$ cat src/sv/uer_pkg.sv
// ----------------------------------------------------------------------------
// uer_pkg
// Types, register codes and constants shared by the echo ranger modules.
// ----------------------------------------------------------------------------
package uer_pkg;

  localparam int LineW     = 5;
  localparam int SelW      = 3;
  localparam int CntW      = 16;
  localparam int DistW     = 11;
  localparam int TrigW     = 8;
  localparam int CfgIdxW   = 2;
  localparam int CfgDataW  = 16;
  localparam int ProdW     = 31;
  localparam int DistShift = 20;

  localparam int NumSensorsDef = 5;

  localparam logic [14:0]      DistMul  = 15'd17826;
  localparam logic [ProdW-1:0] DistHalf = ProdW'(524288);

  localparam logic [TrigW-1:0] TrigTicksRst  = 8'd10;
  localparam logic [CntW-1:0]  RiseTimeRst   = 16'd30000;
  localparam logic [CntW-1:0]  HighTimeRst   = 16'd60000;
  localparam logic [DistW-1:0] MaxDistRst    = 11'd600;

  typedef enum logic [CfgIdxW-1:0] {
    CfgTriggerTicks = 2'd0,
    CfgRiseTimeout  = 2'd1,
    CfgHighTimeout  = 2'd2,
    CfgMaxDistance  = 2'd3
  } cfg_idx_e;

  typedef enum logic [1:0] {
    StOk      = 2'd0,
    StNoRise  = 2'd1,
    StTooLong = 2'd2,
    StRange   = 2'd3
  } status_e;

  typedef enum logic [3:0] {
    PhIdle = 4'b0001,
    PhTrig = 4'b0010,
    PhRise = 4'b0100,
    PhHigh = 4'b1000
  } phase_e;

  typedef struct packed {
    logic             start_req;
    logic [SelW-1:0]  sensor_sel;
    logic [LineW-1:0] echo_lines;
  } in_req_t;

  typedef struct packed {
    logic [LineW-1:0] trigger_lines;
    logic             busy_res;
    logic             done_res;
    logic [SelW-1:0]  sensor_out;
    logic [DistW-1:0] distance_cm;
    logic [1:0]       status;
  } out_req_t;

  typedef struct packed {
    logic [TrigW-1:0] trigger_ticks;
    logic [CntW-1:0]  rise_timeout;
    logic [CntW-1:0]  high_timeout;
    logic [DistW-1:0] max_distance;
  } cfg_t;

endpackage

$ cat src/sv/ultrasonic_echo_ranger.sv
// ----------------------------------------------------------------------------
// ultrasonic_echo_ranger
// Pulse-echo range measurement over up to five trigger/echo sensor pairs.
// ----------------------------------------------------------------------------
// Usage: present one request per 1 us tick on the input channel (in_valid_i,
// in_stall_o, in_req_i) carrying start_req, sensor_sel and the sampled echo
// lines. Every accepted request yields exactly one result request on the
// output channel (out_valid_o, out_stall_i, out_req_o) with the trigger
// drive, busy flag and, on the finishing tick, sensor, distance and status.
// Throughput is one request per cycle unless the receiver stalls; the
// echo_count to centimetre multiply and the phase update sit between the
// input and result registers. When the receiver stalls, the result register
// holds its request and the input register fills; the input side stalls
// only while both are full. Configuration registers (trigger_ticks,
// rise_timeout, high_timeout, max_distance) are written through cfg_we_i/
// cfg_idx_i/cfg_wdata_i; the user must do so only while the block is idle,
// which the block does not enforce. Reset clears both valid flags, returns
// the sequencer to idle and loads the register defaults.
// ----------------------------------------------------------------------------
module ultrasonic_echo_ranger import uer_pkg::*; #(
  parameter int NumSensors = NumSensorsDef
) (
  input  logic                clk_i,
  input  logic                rst_ni,
  input  logic                in_valid_i,
  output logic                in_stall_o,
  input  in_req_t             in_req_i,
  output logic                out_valid_o,
  input  logic                out_stall_i,
  output out_req_t            out_req_o,
  input  logic                cfg_we_i,
  input  logic [CfgIdxW-1:0]  cfg_idx_i,
  input  logic [CfgDataW-1:0] cfg_wdata_i
);

  logic     in_valid_q;
  in_req_t  in_req_q;
  logic     out_valid_q;
  out_req_t out_req_q;
  logic     advance;
  logic     step;
  cfg_t     cfg;
  out_req_t res;

  // Result register free or draining this cycle
  assign advance    = !out_valid_q || !out_stall_i;
  assign step       = in_valid_q && advance;
  assign in_stall_o = in_valid_q && !advance;

  uer_cfg_regs u_cfg (
    .clk_i       (clk_i),
    .rst_ni      (rst_ni),
    .cfg_we_i    (cfg_we_i),
    .cfg_idx_i   (cfg_idx_i),
    .cfg_wdata_i (cfg_wdata_i),
    .cfg_o       (cfg)
  );

  uer_seq #(
    .NumSensors (NumSensors)
  ) u_seq (
    .clk_i  (clk_i),
    .rst_ni (rst_ni),
    .step_i (step),
    .req_i  (in_req_q),
    .cfg_i  (cfg),
    .res_o  (res)
  );

  // Input register: load whenever the input side is not stalled
  always_ff @(posedge clk_i or negedge rst_ni) begin
    if (!rst_ni) begin
      in_valid_q <= 1'b0;
    end else if (!in_stall_o) begin
      in_valid_q <= in_valid_i;
    end
  end

  always_ff @(posedge clk_i) begin
    if (!in_stall_o && in_valid_i) begin
      in_req_q <= in_req_i;
    end
  end

  // Result register: hold while stalled, advance otherwise
  always_ff @(posedge clk_i or negedge rst_ni) begin
    if (!rst_ni) begin
      out_valid_q <= 1'b0;
    end else if (advance) begin
      out_valid_q <= in_valid_q;
    end
  end

  always_ff @(posedge clk_i) begin
    if (step) begin
      out_req_q <= res;
    end
  end

  assign out_valid_o = out_valid_q;
  assign out_req_o   = out_req_q;

endmodule

$ cat src/sv/uer_cfg_regs.sv
// ----------------------------------------------------------------------------
// uer_cfg_regs
// Configuration register file written through a plain indexed write port.
// ----------------------------------------------------------------------------
module uer_cfg_regs import uer_pkg::*; (
  input  logic                clk_i,
  input  logic                rst_ni,
  input  logic                cfg_we_i,
  input  logic [CfgIdxW-1:0]  cfg_idx_i,
  input  logic [CfgDataW-1:0] cfg_wdata_i,
  output cfg_t                cfg_o
);

  cfg_t cfg_q, cfg_d;

  always_comb begin
    cfg_d = cfg_q;
    if (cfg_we_i) begin
      unique case (cfg_idx_e'(cfg_idx_i))
        CfgTriggerTicks: cfg_d.trigger_ticks = cfg_wdata_i[TrigW-1:0];
        CfgRiseTimeout:  cfg_d.rise_timeout  = cfg_wdata_i[CntW-1:0];
        CfgHighTimeout:  cfg_d.high_timeout  = cfg_wdata_i[CntW-1:0];
        CfgMaxDistance:  cfg_d.max_distance  = cfg_wdata_i[DistW-1:0];
        default: ;
      endcase
    end
  end

  always_ff @(posedge clk_i or negedge rst_ni) begin
    if (!rst_ni) begin
      cfg_q.trigger_ticks <= TrigTicksRst;
      cfg_q.rise_timeout  <= RiseTimeRst;
      cfg_q.high_timeout  <= HighTimeRst;
      cfg_q.max_distance  <= MaxDistRst;
    end else begin
      cfg_q <= cfg_d;
    end
  end

  assign cfg_o = cfg_q;

endmodule

$ cat src/sv/uer_dist.sv
// ----------------------------------------------------------------------------
// uer_dist
// Echo tick count to centimetres, round(ticks * 0.017), with range check.
// ----------------------------------------------------------------------------
module uer_dist import uer_pkg::*; (
  input  logic [CntW-1:0]  ticks_i,
  input  logic [DistW-1:0] max_dist_i,
  output logic [DistW-1:0] dist_o,
  output logic             out_of_range_o
);

  logic [ProdW-1:0] prod;
  logic [ProdW-1:0] sum;

  // Q0.20 factor, round half up; the top bits never exceed 1114
  assign prod           = ProdW'(ticks_i) * ProdW'(DistMul);
  assign sum            = prod + DistHalf;
  assign dist_o         = sum[DistShift +: DistW];
  assign out_of_range_o = (dist_o == '0) || (dist_o > max_dist_i);

endmodule

$ cat src/sv/uer_seq.sv
// ----------------------------------------------------------------------------
// uer_seq
// Measurement sequencer: trigger, echo rise wait, echo high count, result.
// ----------------------------------------------------------------------------
module uer_seq import uer_pkg::*; #(
  parameter int NumSensors = NumSensorsDef
) (
  input  logic     clk_i,
  input  logic     rst_ni,
  input  logic     step_i,
  input  in_req_t  req_i,
  input  cfg_t     cfg_i,
  output out_req_t res_o
);

  phase_e            phase_q, phase_d, ph;
  logic [SelW-1:0]   act_q, act_d, act;
  logic [CntW-1:0]   wait_q, wait_d, wc, wc_inc;
  logic [CntW-1:0]   echo_q, echo_d, ec;
  logic              start_ok;
  logic [7:0]        echo_ext;
  logic [7:0]        trig_ext;
  logic              echo_hi;
  logic [TrigW-1:0]  tlen;
  logic [CntW-1:0]   hlim;
  logic [DistW-1:0]  dist_cm;
  logic              out_of_range;
  status_e           st;
  logic              done;

  uer_dist u_dist (
    .ticks_i        (ec),
    .max_dist_i     (cfg_i.max_distance),
    .dist_o         (dist_cm),
    .out_of_range_o (out_of_range)
  );

  always_comb begin
    start_ok = (phase_q == PhIdle) && req_i.start_req &&
               ({1'b0, req_i.sensor_sel} < 4'(NumSensors));
    act      = start_ok ? req_i.sensor_sel : act_q;
    ph       = start_ok ? PhTrig : phase_q;
    wc       = start_ok ? '0 : wait_q;
    ec       = start_ok ? '0 : echo_q;
    wc_inc   = wc + 16'd1;
    echo_ext = 8'(req_i.echo_lines);
    echo_hi  = echo_ext[act];
    trig_ext = 8'd1 << act;
    tlen     = (cfg_i.trigger_ticks == '0) ? 8'd1 : cfg_i.trigger_ticks;
    hlim     = (cfg_i.high_timeout == '0) ? 16'd1 : cfg_i.high_timeout;

    phase_d = ph;
    act_d   = act;
    wait_d  = wc;
    echo_d  = ec;
    done    = 1'b0;
    st      = StOk;
    res_o   = '0;

    unique case (ph)
      PhTrig: begin
        res_o.trigger_lines = trig_ext[LineW-1:0];
        if (wc_inc >= CntW'(tlen)) begin
          phase_d = PhRise;
          wait_d  = '0;
        end else begin
          wait_d = wc_inc;
        end
      end
      PhRise: begin
        if (echo_hi) begin
          phase_d = PhHigh;
          echo_d  = 16'd1;
        end else if (wc >= cfg_i.rise_timeout) begin
          done = 1'b1;
          st   = StNoRise;
        end else begin
          wait_d = wc_inc;
        end
      end
      PhHigh: begin
        if (echo_hi) begin
          if (ec >= hlim) begin
            done = 1'b1;
            st   = StTooLong;
          end else begin
            echo_d = ec + 16'd1;
          end
        end else begin
          done = 1'b1;
          if (out_of_range) begin
            st = StRange;
          end else begin
            res_o.distance_cm = dist_cm;
          end
        end
      end
      PhIdle: ;
      default: ;
    endcase

    if (done) begin
      phase_d          = PhIdle;
      wait_d           = '0;
      echo_d           = '0;
      res_o.done_res   = 1'b1;
      res_o.sensor_out = act;
      res_o.status     = st;
    end
    res_o.busy_res = (phase_d != PhIdle);
  end

  always_ff @(posedge clk_i or negedge rst_ni) begin
    if (!rst_ni) begin
      phase_q <= PhIdle;
      act_q   <= '0;
      wait_q  <= '0;
      echo_q  <= '0;
    end else if (step_i) begin
      phase_q <= phase_d;
      act_q   <= act_d;
      wait_q  <= wait_d;
      echo_q  <= echo_d;
    end
  end

endmodule

$ cat config.mk
export PLATFORM = sky130hd
export DESIGN_NAME = ultrasonic_echo_ranger
export DESIGN_NICKNAME = d
export VERILOG_FILES = /design/src/sv/uer_pkg.sv /design/src/sv/ultrasonic_echo_ranger.sv /design/src/sv/uer_cfg_regs.sv /design/src/sv/uer_dist.sv /design/src/sv/uer_seq.sv
export SDC_FILE = /design/constraint.sdc
export NUM_CORES = 1
export LEC_CHECK = 0
export ABC_AREA = 0
export BUFFER_PORTS_ARGS = -buffer_cell sky130_fd_sc_hd__buf_2
export CAP_MARGIN = 20
export CORE_MARGIN = 2
export CORE_UTILIZATION = 66
export DETAILED_ROUTE_END_ITERATION = 7
export PLACE_DENSITY = 0.89
export REMOVE_ABC_BUFFERS = 1
export SLEW_MARGIN = 25
export SYNTH_ARGS = -nofsm -noshare
export SYNTH_HDL_FRONTEND = slang
export SYNTH_SLANG_ARGS = --single-unit
export TNS_END_PERCENT = 5
$ cat constraint.sdc
create_clock -name clk_i -period 15.1 [get_ports clk_i]
set_clock_uncertainty 0.1 [all_clocks]
set_input_delay 0.755 -clock clk_i [delete_from_list [all_inputs] [get_ports clk_i]]
set_output_delay 0.755 -clock clk_i [all_outputs]
set_load 0.01 [all_outputs]
==> After elaboration in Yosys (flattened, before gate mapping) <==
Cells that the tools add are included.
{ "word_totals": {"ff_bits": 124, "input_bits": 32, "wordCells": 93} }
{ "op_classes": {"n_addsub": 3, "n_mul": 1, "order_cmp": 6, "eq_ne": 8, "shifts": 1, "mux": 34, "bitwise_logic": 1, "n_reduce_logical": 20} }
{ "op_table": {"columns": ["operator", "n"], "rows": [
  ["$mux W16", 11],
  ["$pmux W16 S2", 2],
  ["$add A16 B1 Y16 const B", 2],
  ["$ge A16 B16 Y1", 2],
  ["$add A31 B20 Y31 const B", 1],
  ["$mul A16 B14 Y30 const B", 1],
  ["$mux W4", 5],
  ["$ge A16 B8 Y1", 1],
  ["$logic_not A16 Y1", 1],
  ["$gt A11 B11 Y1", 1],
  ["$logic_not A11 Y1", 1],
  ["$logic_not A8 Y1", 1],
  ["$mux W2", 4],
  ["$mux W8", 1],
  ["$pmux W4 S2", 1],
  ["$reduce_and A2 Y1", 4],
  ["$mux W1", 6],
  ["$logic_and A1 B1 Y1", 5],
  ["$shl A1 B3 Y5 const A", 1],
  ["$eq A2 B2 Y1 const B", 2],
  ["$eq A4 B1 Y1 const B", 1],
  ["$eq A4 B2 Y1 const B", 1],
  ["$eq A4 B3 Y1 const B", 1],
  ["$eq A4 B4 Y1 const B", 1],
  ["13 further kinds", 17]
]} }

==> Depth between registers and ports, before layout <==
Gate-level depths: netlist of run 1.
{ "logic_depth": {"depth_word": 11, "depth_mapped": 37} }

==> Modules after synthesis <==
Synthesis of run 1 repeated with hierarchy kept, for this count alone.
{ "hier_totals": {"hier_cells": 1077, "area_unflattened_um2": 10963.0} }
{ "modules_own_cells": {"columns": ["mod", "instances", "cells_each", "area_per_inst_um2", "seq_area_each_um2"], "rows": [
  ["uer_seq", 1, 550, 4254.1, 977.2],
  ["uer_dist", 1, 378, 3707.3, 0.0],
  ["uer_cfg_regs", 1, 109, 1948.1, 1301.2],
  ["ultrasonic_echo_ranger", 1, 40, 1053.5, 1011.0]
]} }

==> Least setup slack after synthesis of run 1 <==
No wires, ideal clock.
{ "synth_timing": {"path_type": "register to register", "startpoint": "register u_seq.phase_q[0]", "endpoint": "register out_req_q, in the netlist out_req_o[3] (data pin)", "setup_time_ps": 160, "arrival_time_ps": 8628, "t_required_ps": 14840, "path_slack_ps": 6212, "path_stages_with_launch": 34, "n_path_buf": 4, "period_less_slack_ps": 8888, "path_cell_list": "dfstp_2 or3b_1 clkbuf_1 nor3_4 clkbuf_1 clkbuf_1 nor2_1 ha_1 fa_1 fa_1 fa_1 inv_1 fa_1 inv_1 ha_1 a21oi_1 o32a_1 nand3_2 or3_2 and2_1 ha_1 xor2_1 ha_1 nor2b_1 o21a_1 o21a_1 o21a_1 o21a_1 o21ai_0 nand2b_1 a2111o_1 a2111o_1 clkbuf_1 nor3b_1"} }
{ "synth_via": {"elab_chain_len": 9, "word_cells_on_any_way": 16, "cone_classes": "add/sub: 1; mul: 1; order compare: 1; eq/ne: 2; mux: 5; bitwise: 1; reduce/logical: 5"} }
{ "synth_lines": {"columns": ["item", "line_no", "text"], "rows": [
  ["start, declared", "uer_seq.sv:16", "phase_e phase_q, phase_d, ph;"],
  ["start signal, assigned", "uer_seq.sv:115", "phase_q <= PhIdle;"],
  ["start signal, assigned", "uer_seq.sv:120", "phase_q <= phase_d;"],
  ["$eq A4 B1 Y1 (*)", "uer_seq.sv:39", "start_ok = (phase_q == PhIdle) && req_i.start_req &&"],
  ["$logic_and A1 B1 Y1 (*) (2 in series)", "uer_seq.sv:39", null],
  ["$mux W16 (*)", "uer_seq.sv:44", "ec = start_ok ? '0 : echo_q;"],
  ["$mul A16 B14 Y30 (*)", "uer_dist.sv:16", "assign prod = ProdW'(ticks_i) * ProdW'(DistMul);"],
  ["$add A31 B20 Y31 (*)", "uer_dist.sv:17", "assign sum = prod + DistHalf;"],
  ["net u_seq.dist_cm[1]", "uer_seq.sv:26", "logic [DistW-1:0] dist_cm;"],
  ["$gt A11 B11 Y1 / $logic_not A11 Y1 (equally long branches)", "uer_dist.sv:19", "assign out_of_range_o = (dist_o == '0) || (dist_o > max_dist_i);"],
  ["$logic_or A1 B1 Y1", "uer_dist.sv:19", null],
  ["$reduce_or A3 Y1 (no source line)", null, null],
  ["end signal, assigned", "ultrasonic_echo_ranger.sv:96", "out_req_q <= res;"],
  ["end, declared", "ultrasonic_echo_ranger.sv:39", "out_req_t out_req_q;"]
]} }
The timed path passes the listed nets; every way through them passes the cells marked *. The select of a mux whose other input is x is not followed.
A chain may end at the register's enable or synchronous reset.

==> Worst setup path after layout of run 1 <==
{ "layout_timing": {"startpoint": "register u_seq.phase_q[0]", "endpoint": "register out_req_q, in the netlist out_req_o[6] (data pin)"} }
{ "layout_via": {"elab_chain_len": 9, "word_cells_on_any_way": 16, "cone_classes": "add/sub: 1; mul: 1; order compare: 1; eq/ne: 2; mux: 5; bitwise: 1; reduce/logical: 5"} }
{ "layout_lines": {"columns": ["item", "line_no"], "rows": [
  ["$eq A4 B1 Y1 (*)", "uer_seq.sv:39"],
  ["$logic_and A1 B1 Y1 (*) (2 in series)", "uer_seq.sv:39"],
  ["$mux W16 (*)", "uer_seq.sv:44"],
  ["$mul A16 B14 Y30 (*)", "uer_dist.sv:16"],
  ["$add A31 B20 Y31 (*)", "uer_dist.sv:17"],
  ["net u_seq.dist_cm[10]", "uer_seq.sv:26"],
  ["$gt A11 B11 Y1 / $logic_not A11 Y1 (equally long branches)", "uer_dist.sv:19"],
  ["$logic_or A1 B1 Y1 (*)", "uer_dist.sv:19"],
  ["$reduce_or A3 Y1 (no source line) (*)", null]
]} }
Marked as above.

==> results of run 1 <==
-- cell type report --
class                      count  area [um^2]  area share, %
clock inverter                12          108          0.874
tap                          220          275           2.24
clock buffer                  20          468           3.80
timing repair buffer          63          335           2.72
inverter                     115          432           3.51
sequential                   124         3290           26.7
multi-input combinational    895         7410           60.1
-- layout by cell type (no fill, tap or decap), types with 5 or more instances in the layout --
master and count:
a211oi_1 5, a21o_1 21, a21oi_1 43, a22o_1 6
a31oi_1 13, and2_1 24, and3_1 19, buf_2 55
buf_4 8, clkbuf_16 18, dfrtp_1 71, dfstp_2 21
edfxtp_1 32, fa_1 42, ha_1 153, inv_1 115
mux2_2 47, mux2i_1 6, nand2_1 99, nand2b_1 12
nand3_1 36, nand4_1 22, nor2_1 66, nor3_1 22
nor3b_1 9, nor4_1 12, o211ai_1 9, o21a_1 12
o21ai_0 45, o21ai_1 7, o221ai_1 5, o2bb2ai_1 5
o31ai_1 9, or3_1 6, xnor2_1 24, xor2_1 9
-- logic make-up after synthesis --
kind of cell | synth area share [%]
adders and majority gates | 24.4
buffers and inverters | 5.32
muxes | 5.42
AOI/OAI and AO/OA | 15.5
and+or+nand+nor | 17.7
xor gates and xnor gates | 2.56
DFF | 29.1
-- report_power, final --
group          switching (mW)  internal (mW)
Combinational           0.168          0.117
Sequential             0.0311          0.386
Clock                   0.164          0.241
Total                   0.363          0.744
-- how the worst max path moves through the flow --
stage | from | to | slack [ps] | cells past startpoint
6_report | u_seq.phase_q[0]$_DFFE_PN1P_ | out_req_o[6]$_SDFFCE_PP0P_ | 5530 | 29
3_3_place_gp | u_seq.phase_q[0]$_DFFE_PN1P_ | out_req_o[3]$_SDFFCE_PP0P_ | 6010 | 29
2_1_floorplan | u_seq.phase_q[0]$_DFFE_PN1P_ | out_req_o[3]$_SDFFCE_PP0P_ | 6120 | 30
4_1_cts | u_seq.phase_q[0]$_DFFE_PN1P_ | out_req_o[6]$_SDFFCE_PP0P_ | 5690 | 29
3_5_place_dp | u_seq.phase_q[0]$_DFFE_PN1P_ | out_req_o[7]$_SDFFCE_PP0P_ | 5830 | 29
5_1_grt | u_seq.phase_q[0]$_DFFE_PN1P_ | out_req_o[6]$_SDFFCE_PP0P_ | 5100 | 29
-- registers in the layout, indices dropped and copies added, names as in the netlist --
| register | flops |
|---|---|
| in_req_q | 9 |
| u_seq.wait_q | 16 |
| u_cfg.cfg_o | 51 |
| out_req_o | 23 |
| u_seq.act_q | 3 |
| out_valid_o | 1 |
| in_valid_q | 1 |
| u_seq.echo_q | 16 |
| u_seq.phase_q | 4 |
-- synthesized netlist by cell type, types with 9 or more instances --
library cell / instances / area (um^2)
mux2_2: 47 / 529
clkbuf_1: 23 / 86.3
a21o_1: 21 / 158
nor2_1: 66 / 248
dfrtp_1: 71 / 1780
o31ai_1: 9 / 67.6
a21oi_1: 43 / 215
nand3_1: 36 / 180
nand2_1: 99 / 372
inv_1: 115 / 432
o21a_1: 12 / 90.1
nor3b_1: 9 / 67.6
nand4_1: 22 / 138
o211ai_1: 9 / 67.6
dfstp_2: 21 / 552
nand2b_1: 12 / 75.1
nor3_1: 22 / 110
xor2_1: 9 / 78.8
a31oi_1: 13 / 81.3
edfxtp_1: 32 / 961
xnor2_1: 24 / 210
and3_1: 19 / 119
o21ai_0: 46 / 230
nor4_1: 12 / 75.1
fa_1: 42 / 841
and2_1: 24 / 150
ha_1: 153 / 1910
-- layer usage --
| layer | global-route usage (%) | up-vias |
|---|---|---|
| met4 | 14.7 | 0 |
| met2 | 57.8 | 591 |
| met1 | 45.8 | 4729 |
| li1 | - | 4359 |
| met3 | 9.57 | 123 |
| met5 | 0 | - |
-- metrics by stage --
stage	area [um^2]	util (%)	hold WS [ps]	setup WS, ps	std cells
after floorplan	11100	-	340	6120	1134
after global placement	11700	70.5	364	6010	1417
after detailed placement	11700	70.5	379	5830	1417
after CTS	12300	74.0	212	5690	1449
after global routing	12300	74.0	245	5100	1449
final	12300	74.0	195	5530	1449
==> flow_summary.toml, run 1 <==
[status]
outcome = "complete, no violations"

[setup_path]
rrSetupSlack_ps = 5530
cp_max_fo = 47
r2r_end = "out_req_o[6]$_SDFFCE_PP0P_"
cpPeakStageDelay_ps = 580
reg2reg_from = "u_seq.phase_q[0]$_DFFE_PN1P_"
arrival_ps = 9720
timing.critical_path.mode_cell = "ha_1"
timing.critical_path.buf_inv = 4
worst_r2r_path_depth = 29
end_kind = "flip-flop"
crit_required_ps = 15250
critPathLaunchType = "flip-flop"
crit_type = "reg2reg"
slowest_stage = "dfstp_2"
critPathTopFamily = "adder cells"

[placed_design]
post-dp-hpwl_um = 23500
io_buffer_count = 56
gp_congestion = 1.00

[synthesis]
ys_seq_elements = 124
yosysSeqAreaShare_pct = 29.1
netlist_area_mm2 = 0.0113
synth_ff_type = "dfrtp_1"
avgSynthCellArea_um2 = 9.66
yosys.cell_types.count = 104
synth_edf_count = 32
syn_inst = 1169
synthArstFlopShare_pct = 74.2
synth-warning-count = 0

[clock_network]
clk_path_buf_depth = 2
clk_pin_slew_ps = 60
clk_latency_ps = 440
h-tree-depth = 4
post_cts_resized = 0
root_buffer = "clkbuf_16"
cts_tree = "built"
cts_setup_buffers = 0
cts_hold_buf = 0
cts-buffers-inserted = 17
clkSinkCount = 124

[route]
drt_pass1_iterations = 8
wirelength_um = 31500
ant_nets = 0
vias = 9802
dr_wl_met2_um = 14700
drcViolationCount = 0
viasPerCell = 6.76
wl_met1_um = 12600
highest_layer = "met4"
wl_met3_um = 3050
wl_per_cell_um = 21.8
drtIter0Drc = 1181

[layout]
num-nets-final = 1443
n_fill_cell = 1063
antennaDiodeCount = 0
drive_gt1_share_pct = 16.8
area_growth_pct = 9.01

[timing]
period_share_pct = 63.4
slew_headroom_pct = 31.8
tightest_slew_ps = 1010
fmax_ghz = 0.104
rsz0062_at_grt = "no"
finalHoldViolations = 0
tns_ps = 0
setup_violations = 0
min_period_ps = 9570
maxSlewViolCount = 0

[global_route]
grt_max_degree = 55
grt_antenna_before_repair = 0
grt_pass1_wl_um = 50500
grt_pass1_vias = 9726
grt-ovfl-total = 0
grt_usage_pct = 35.7

[die]
rows = 47
dieWidth_um = 135
start_util_pct = 67.9
fp.dieH_um = 135
core_area_mm2 = 0.0166
boundaryPins = 57
dieArea_mm2 = 0.0182

[pwr]
leakage_nw = 5.96
vdd_ir_drop_max_v = 0.000102
finalPower_mw = 1.11
power.density_mw_per_mm2 = 89.9

[worst_hold_path]
hold_path_class = "in2async"

[job]
drv_cap = 0
Note: power is estimated with default switching activity, not from simulation.
==> run 2, diff against run 1 <==
--- a/config.mk
+++ b/config.mk
@@ -5,13 +5,13 @@
 export SDC_FILE = /design/constraint.sdc
 export NUM_CORES = 1
 export LEC_CHECK = 0
-export ABC_AREA = 0
+export ABC_AREA = 1
 export BUFFER_PORTS_ARGS = -buffer_cell sky130_fd_sc_hd__buf_2
 export CAP_MARGIN = 20
 export CORE_MARGIN = 2
-export CORE_UTILIZATION = 66
+export CORE_UTILIZATION = 58
 export DETAILED_ROUTE_END_ITERATION = 7
-export PLACE_DENSITY = 0.89
+export PLACE_DENSITY = 0.83
 export REMOVE_ABC_BUFFERS = 1
 export SLEW_MARGIN = 25
 export SYNTH_ARGS = -nofsm -noshare
==> constraint.sdc (replaced) <==
create_clock -name clk_i -period 8.6 [get_ports clk_i]
set_clock_uncertainty 0.1 [all_clocks]
set_input_delay 0.43 -clock clk_i [delete_from_list [all_inputs] [get_ports clk_i]]
set_output_delay 0.43 -clock clk_i [all_outputs]
set_load 0.01 [all_outputs]
==> run 2 against run 1 <==
Routed wire length increased by 4.7%. Final area increased by 10%. Area after synthesis increased by 10%. Largest cell class unchanged. Synthesized cell count increased by 48%. Via count increased by 18%. Register-to-register slack got worse by 5000 ps. Hold slack got worse by 120 ps. Critical path depth increased by 8. First-iteration DRC count increased by 2.8%. Maximum frequency increased by 19%. Die area increased by 25%.
==> flow_summary.toml, run 2 <==
[status]
outcome = "complete, no violations"

[die]
boundaryPins = 57
rows = 53
dieArea_mm2 = 0.0227
fp.dieH_um = 151
start_util_pct = 59.2
core_area_mm2 = 0.0210
dieWidth_um = 151

[placed_design]
dpl_cell_area_mm2 = 0.0129
dp_cells = 2030
io_buffer_count = 56
gp_congestion = 1.00
post-dp-hpwl_um = 25200

[synthesis]
synth_ff_type = "dfrtp_1"
synthXorXnorAreaFrac_pct = 1.26
ys_seq_elements = 124
muxShareOfSynthArea_pct = 0.181
syn_inst = 1727
synth_simple_gate_area_share_pct = 30.7
synthArstFlopShare_pct = 74.2
synth_most_common_cell = "nand2_1"
yosys.area_share.adder_pct = 22.1
avgSynthCellArea_um2 = 7.21
synth_area_leaders = "nand2_1 (15%), ha_1 (15%), dfrtp_1 (14%)"
yosysSeqAreaShare_pct = 26.4
netlist_area_mm2 = 0.0125
synth_compound_gate_area_share_pct = 8.11
yosys.cell_types.count = 53
synth_edf_count = 32
synth_top_family_by_area = "simple AND/OR/NAND/NOR gates"
yosysTopAreaCell = "nand2_1"
synth_common_cells = "nand2_1 (514), inv_1 (289), ha_1 (153)"
synth_top_area_share_pct = 15.5
synth-warning-count = 0

[layout]
layout.cells.most_common = "nand2_1"
antennaDiodeCount = 0
stdcell_area_mm2 = 0.0135
drive_gt1_share_pct = 12.4
largest_reg_flops = 51
layout.cells.non_filler = 2064
num-nets-final = 2003
layout_common_cells = "nand2_1 (514), inv_1 (289), ha_1 (153)"
area_growth_pct = 8.72
fin_util_pct = 64.4

[setup_path]
r2r_end = "out_req_o[0]$_SDFFCE_PN0P_"
end_kind = "flip-flop"
slowest_stage = "dfstp_2"
rrSetupSlack_ps = 520
crit_type = "reg2reg"
timing.critical_path.buf_inv = 5
reg2reg_from = "u_seq.phase_q[0]$_DFFE_PN1P_"
cp_max_fo = 26
cpPeakStageDelay_ps = 540
timing.critical_path.mode_cell = "nand2_1"
worst_r2r_path_depth = 37
crit_required_ps = 8660
critPathLaunchType = "flip-flop"
critPathTopFamily = "adder cells"
arrival_ps = 8130

[worst_hold_path]
min_from = "in_req_i[5]"
whs_endpoint = "in_req_q[5]$_DFFE_PP_"
min_path_cells = 1
hold_path_class = "in2reg"

[timing]
min_period_ps = 8080
setup_violations = 0
finalHoldViolations = 0
holdWs_ps = 76.5
maxSlewViolCount = 0
tightest_slew_ps = 872
period_share_pct = 93.9
slew_headroom_pct = 41.7
fmax_ghz = 0.124

[global_route]
grt_pass1_vias = 10737
grt_antenna_before_repair = 0
grt_usage_pct = 29.9
grt_pass1_wl_um = 53400
grt-ovfl-total = 0
grt_max_degree = 82

[clock_network]
clk_latency_ps = 430
cts-buffers-inserted = 17
cts_tree = "built"
root_buffer = "clkbuf_16"
clkSinkCount = 124
clk_pin_slew_ps = 60
h-tree-depth = 4
clk_path_buf_depth = 2

[route]
vias = 11549
ant_nets = 0
drtIter0Drc = 1214
drcViolationCount = 0
wl_per_cell_um = 16.0
drt_pass1_iterations = 7
viasPerCell = 5.60
wirelength_um = 33000

[job]
drv_cap = 0
==> run 2: cell types whose count changed in the layout (fill, tap and decap cells not counted), moves of 20 or more <==
| cell | delta |
|---|---|
| nand2_1 | +415 |
| inv_1 | +174 |
| nand3_1 | +56 |
| nor2_1 | +54 |
| mux2_2 | -47 |
| o21ai_0 | +45 |
| nor2_2 | +28 |
| and2_1 | -24 |
| xnor2_1 | -23 |
| a21o_1 | -21 |
| nand2_2 | +20 |
==> run 2: metrics by stage <==
step                      setup TNS, ps  setup WS [ps]
after floorplan                       0           1340
after global placement                0            720
after detailed placement              0            541
after CTS                             0            418
after global routing              -29.7          -29.7
final                                 0            524
==> run 2: worst max-delay path by stage <==
stage                                 start                          end  slack [ps]  cells after the start
2_1_floorplan  u_seq.phase_q[0]$_DFFE_PN1P_  out_req_o[12]$_SDFFCE_PP0P_        1340                     36
3_3_place_gp   u_seq.phase_q[1]$_DFFE_PN0P_  out_req_o[12]$_SDFFCE_PP0P_         720                     37
3_5_place_dp   u_seq.phase_q[1]$_DFFE_PN0P_   out_req_o[8]$_SDFFCE_PP0P_         540                     37
4_1_cts        u_seq.phase_q[1]$_DFFE_PN0P_   out_req_o[2]$_SDFFCE_PP0P_         420                     37
5_1_grt        u_seq.phase_q[0]$_DFFE_PN1P_   out_req_o[0]$_SDFFCE_PN0P_         -30                     37
6_report       u_seq.phase_q[0]$_DFFE_PN1P_   out_req_o[0]$_SDFFCE_PN0P_         520                     37
==> run 2: cell families (layout without fill, tap and decap cells) <==
| logic type | after synthesis | count (layout) |
|---|---|---|
| buffers and inverters | 344 | 406 |
| multiplexers | 1 | 1 |
| AO/OA/AOI/OAI | 185 | 185 |
| flip-flops | 124 | 124 |
| XOR/XNOR | 17 | 17 |
| adder cells (fa/ha/maj) | 195 | 195 |
| AND/OR/NAND/NOR | 861 | 861 |
==> run 2: area by class of cell <==
type,instances,area [um^2]
clock buffers,17,425
clock inverters,15,175
fillers,1776,7480
inverters,309,1160
multi-input cells,1259,7780
flip-flops and latches,124,3290
well taps,275,344
repair buffers,65,357
==> run 2: timing repair <==
action                                  in CTS  in global routing
buffers inserted                             0                  1
hold endpoints to repair                    11                  0
hold buffers                                 1                  0
endpoints found under the setup margin       0                 12
gates resized for setup                      0                  2
==> run 2: layer usage <==
layer,wire length [um],up-vias,GRT usage [%]
met5,0,-,0
met4,810,0,10.0
met3,2890,66,5.06
met2,15200,544,47.4
met1,14100,5353,41.7
li1,-,5586,-
Power of run 2 is not shown: default switching activity piles up to over one toggle a cycle in this logic, so the estimate is an artifact.
==> run 3, diff against run 2 <==
--- a/config.mk
+++ b/config.mk
@@ -5,13 +5,13 @@
 export SDC_FILE = /design/constraint.sdc
 export NUM_CORES = 1
 export LEC_CHECK = 0
-export ABC_AREA = 1
+export ABC_AREA = 0
 export BUFFER_PORTS_ARGS = -buffer_cell sky130_fd_sc_hd__buf_2
 export CAP_MARGIN = 20
 export CORE_MARGIN = 2
-export CORE_UTILIZATION = 58
+export CORE_UTILIZATION = 57
 export DETAILED_ROUTE_END_ITERATION = 7
-export PLACE_DENSITY = 0.83
+export PLACE_DENSITY = 0.82
 export REMOVE_ABC_BUFFERS = 1
 export SLEW_MARGIN = 25
 export SYNTH_ARGS = -nofsm -noshare
==> run 3 against run 2 <==
Routed wire length is 1.5% lower. Largest cell class unchanged. Non-clock buffer count rose by 55. Critical path depth fell by 7. Critical path type unchanged. Highest routed layer unchanged.
==> flow_summary.toml, run 3 (same netlist as run 1, synthesis figures left out) <==
[global_route]
grt_antenna_before_repair = 0
grt_usage_pct = 30.6
grt_max_degree = 59
grt-ovfl-total = 0
grt_pass1_vias = 9646
grt_pass1_wl_um = 49200

[timing]
maxSlewViolCount = 0
period_share_pct = 98.3
min_period_ps = 8460
fmax_ghz = 0.118
finalHoldViolations = 0
setup_violations = 0
tightest_slew_ps = 1030
slew_headroom_pct = 30.1

[layout]
multi_input_area_mm2 = 0.00786
antennaDiodeCount = 0
register_area_mm2 = 0.00329
layout_common_cells = "ha_1 (138), inv_1 (115), nand2_1 (98)"
n_fill_cell = 1398
layout.cells.most_common = "ha_1"
area_growth_pct = 17.9
fin_util_pct = 68.5
layout.cells.non_filler = 1552
drive_gt1_share_pct = 25.0
num-nets-final = 1501
largest_reg_flops = 51

[clock_network]
clk_latency_ps = 430
cts-buffers-inserted = 17
cts_tree = "built"
clkSinkCount = 124
clk_pin_slew_ps = 60
clk_path_buf_depth = 2
h-tree-depth = 4
root_buffer = "clkbuf_16"

[setup_path]
crit_type = "reg2reg"
reg2reg_from = "u_seq.phase_q[0]$_DFFE_PN1P_"
timing.critical_path.buf_inv = 3
cpPeakStageDelay_ps = 580
critPathTopFamily = "adder cells"
crit_required_ps = 8770
arrival_ps = 8630
critPathLaunchType = "flip-flop"
slowest_stage = "fa_2"
timing.critical_path.mode_cell = "o21a_1"
cp_max_fo = 7
end_kind = "flip-flop"
worstSetupStartpoint = "u_seq.phase_q[0]$_DFFE_PN1P_"

[worst_hold_path]
hold_path_class = "in2reg"
min_from = "in_req_i[3]"

[route]
drtIter0Drc = 645
drcViolationCount = 0
viasPerCell = 6.36
vias = 9877
wl_per_cell_um = 21.0
drt_pass1_iterations = 5
wirelength_um = 32500
ant_nets = 0

[die]
start_util_pct = 58.0
boundaryPins = 57
core_area_mm2 = 0.0195
dieArea_mm2 = 0.0210
dieWidth_um = 145
fp.dieH_um = 145
rows = 51

[pwr]
power.density_mw_per_mm2 = 149
finalPower_mw = 1.98
vdd_ir_drop_max_v = 0.000159
leakage_nw = 6.28

[placed_design]
gp_congestion = 0.964
dp_cells = 1504
post-dp-hpwl_um = 24000
io_buffer_count = 56

[job]
drv_cap = 0

[status]
outcome = "complete, no violations"
==> run 3: changes by cell type in the layout (fill, tap and decap cells not counted), sizes merged, moves of 22 or more <==
cell   change
a21o      +22
and2      +27
buf       +53
inv      -197
mux2      +47
nand2    -442
nand3     -64
nor2      -90
o21ai     -47
xnor2     +23
==> run 3: cell type report <==
| class | count | area share, % |
|---|---|---|
| tap | 265 | 2.49 |
| sequential | 124 | 24.7 |
| inverter | 115 | 3.24 |
| clock inverter | 11 | 0.770 |
| timing repair buffer | 120 | 6.20 |
| multi-input combinational | 896 | 59.0 |
| clock buffer | 21 | 3.62 |
==> run 3: path summary, 6_finish.rpt <==
check / to / slack (ps) / cells after the start
setup / recovery: out_req_o[7]$_SDFFCE_PP0P_ / 140 / 30
hold / removal: in_req_q[3]$_DFFE_PP_ / 70 / 1
setup reg to reg: out_req_o[7]$_SDFFCE_PP0P_ / 140 / 30
hold reg to reg: u_seq.echo_q[14]$_DFFE_PN0P_ / 400 / 2
max in group asynchronous: u_cfg.cfg_o[13]$_DFFE_PN0P_ / 6870 / 3
min in group asynchronous: u_seq.phase_q[2]$_DFFE_PN0P_ / 430 / 2
==> run 3: timing repair <==
item	in CTS	in global routing
hold buffers	1	0
endpoints found under the setup margin	11	13
resized for setup	11	74
cloned	1	2
setup buffers	1	11
endpoints found under the hold margin	33	0
pin swaps	5	33
==> run 3: through the flow <==
step | setup WS (ps) | hold slack [ps] | instance area (um^2) | TNS, ps
6_report | 143 | 72.1 | 13300 | 0
5_1_grt | -102 | 61.4 | 13300 | -696
4_1_cts | 1.61 | 58.8 | 12800 | 0
3_5_place_dp | -84.5 | 316 | 12100 | -400
3_3_place_gp | 73.7 | 308 | 12100 | 0
2_1_floorplan | -385 | 34.4 | 11100 | -4330
==> run 3: per-layer routing <==
| layer | vias up | track usage, % | wire length, um |
|---|---|---|---|
| met5 | - | 0 | 0 |
| met4 | 0 | 15.7 | 1630 |
| met3 | 140 | 7.96 | 2460 |
| met2 | 488 | 48.6 | 15400 |
| met1 | 4771 | 38.6 | 13100 |
| li1 | 4478 | - | - |
==> run 3: report_power, final <==
group,switching (mW),total [mW],internal (mW),leakage (nW)
Sequential,0.0522,0.729,0.677,1.42
Combinational,0.307,0.539,0.232,4.58
Clock,0.282,0.714,0.432,0.286
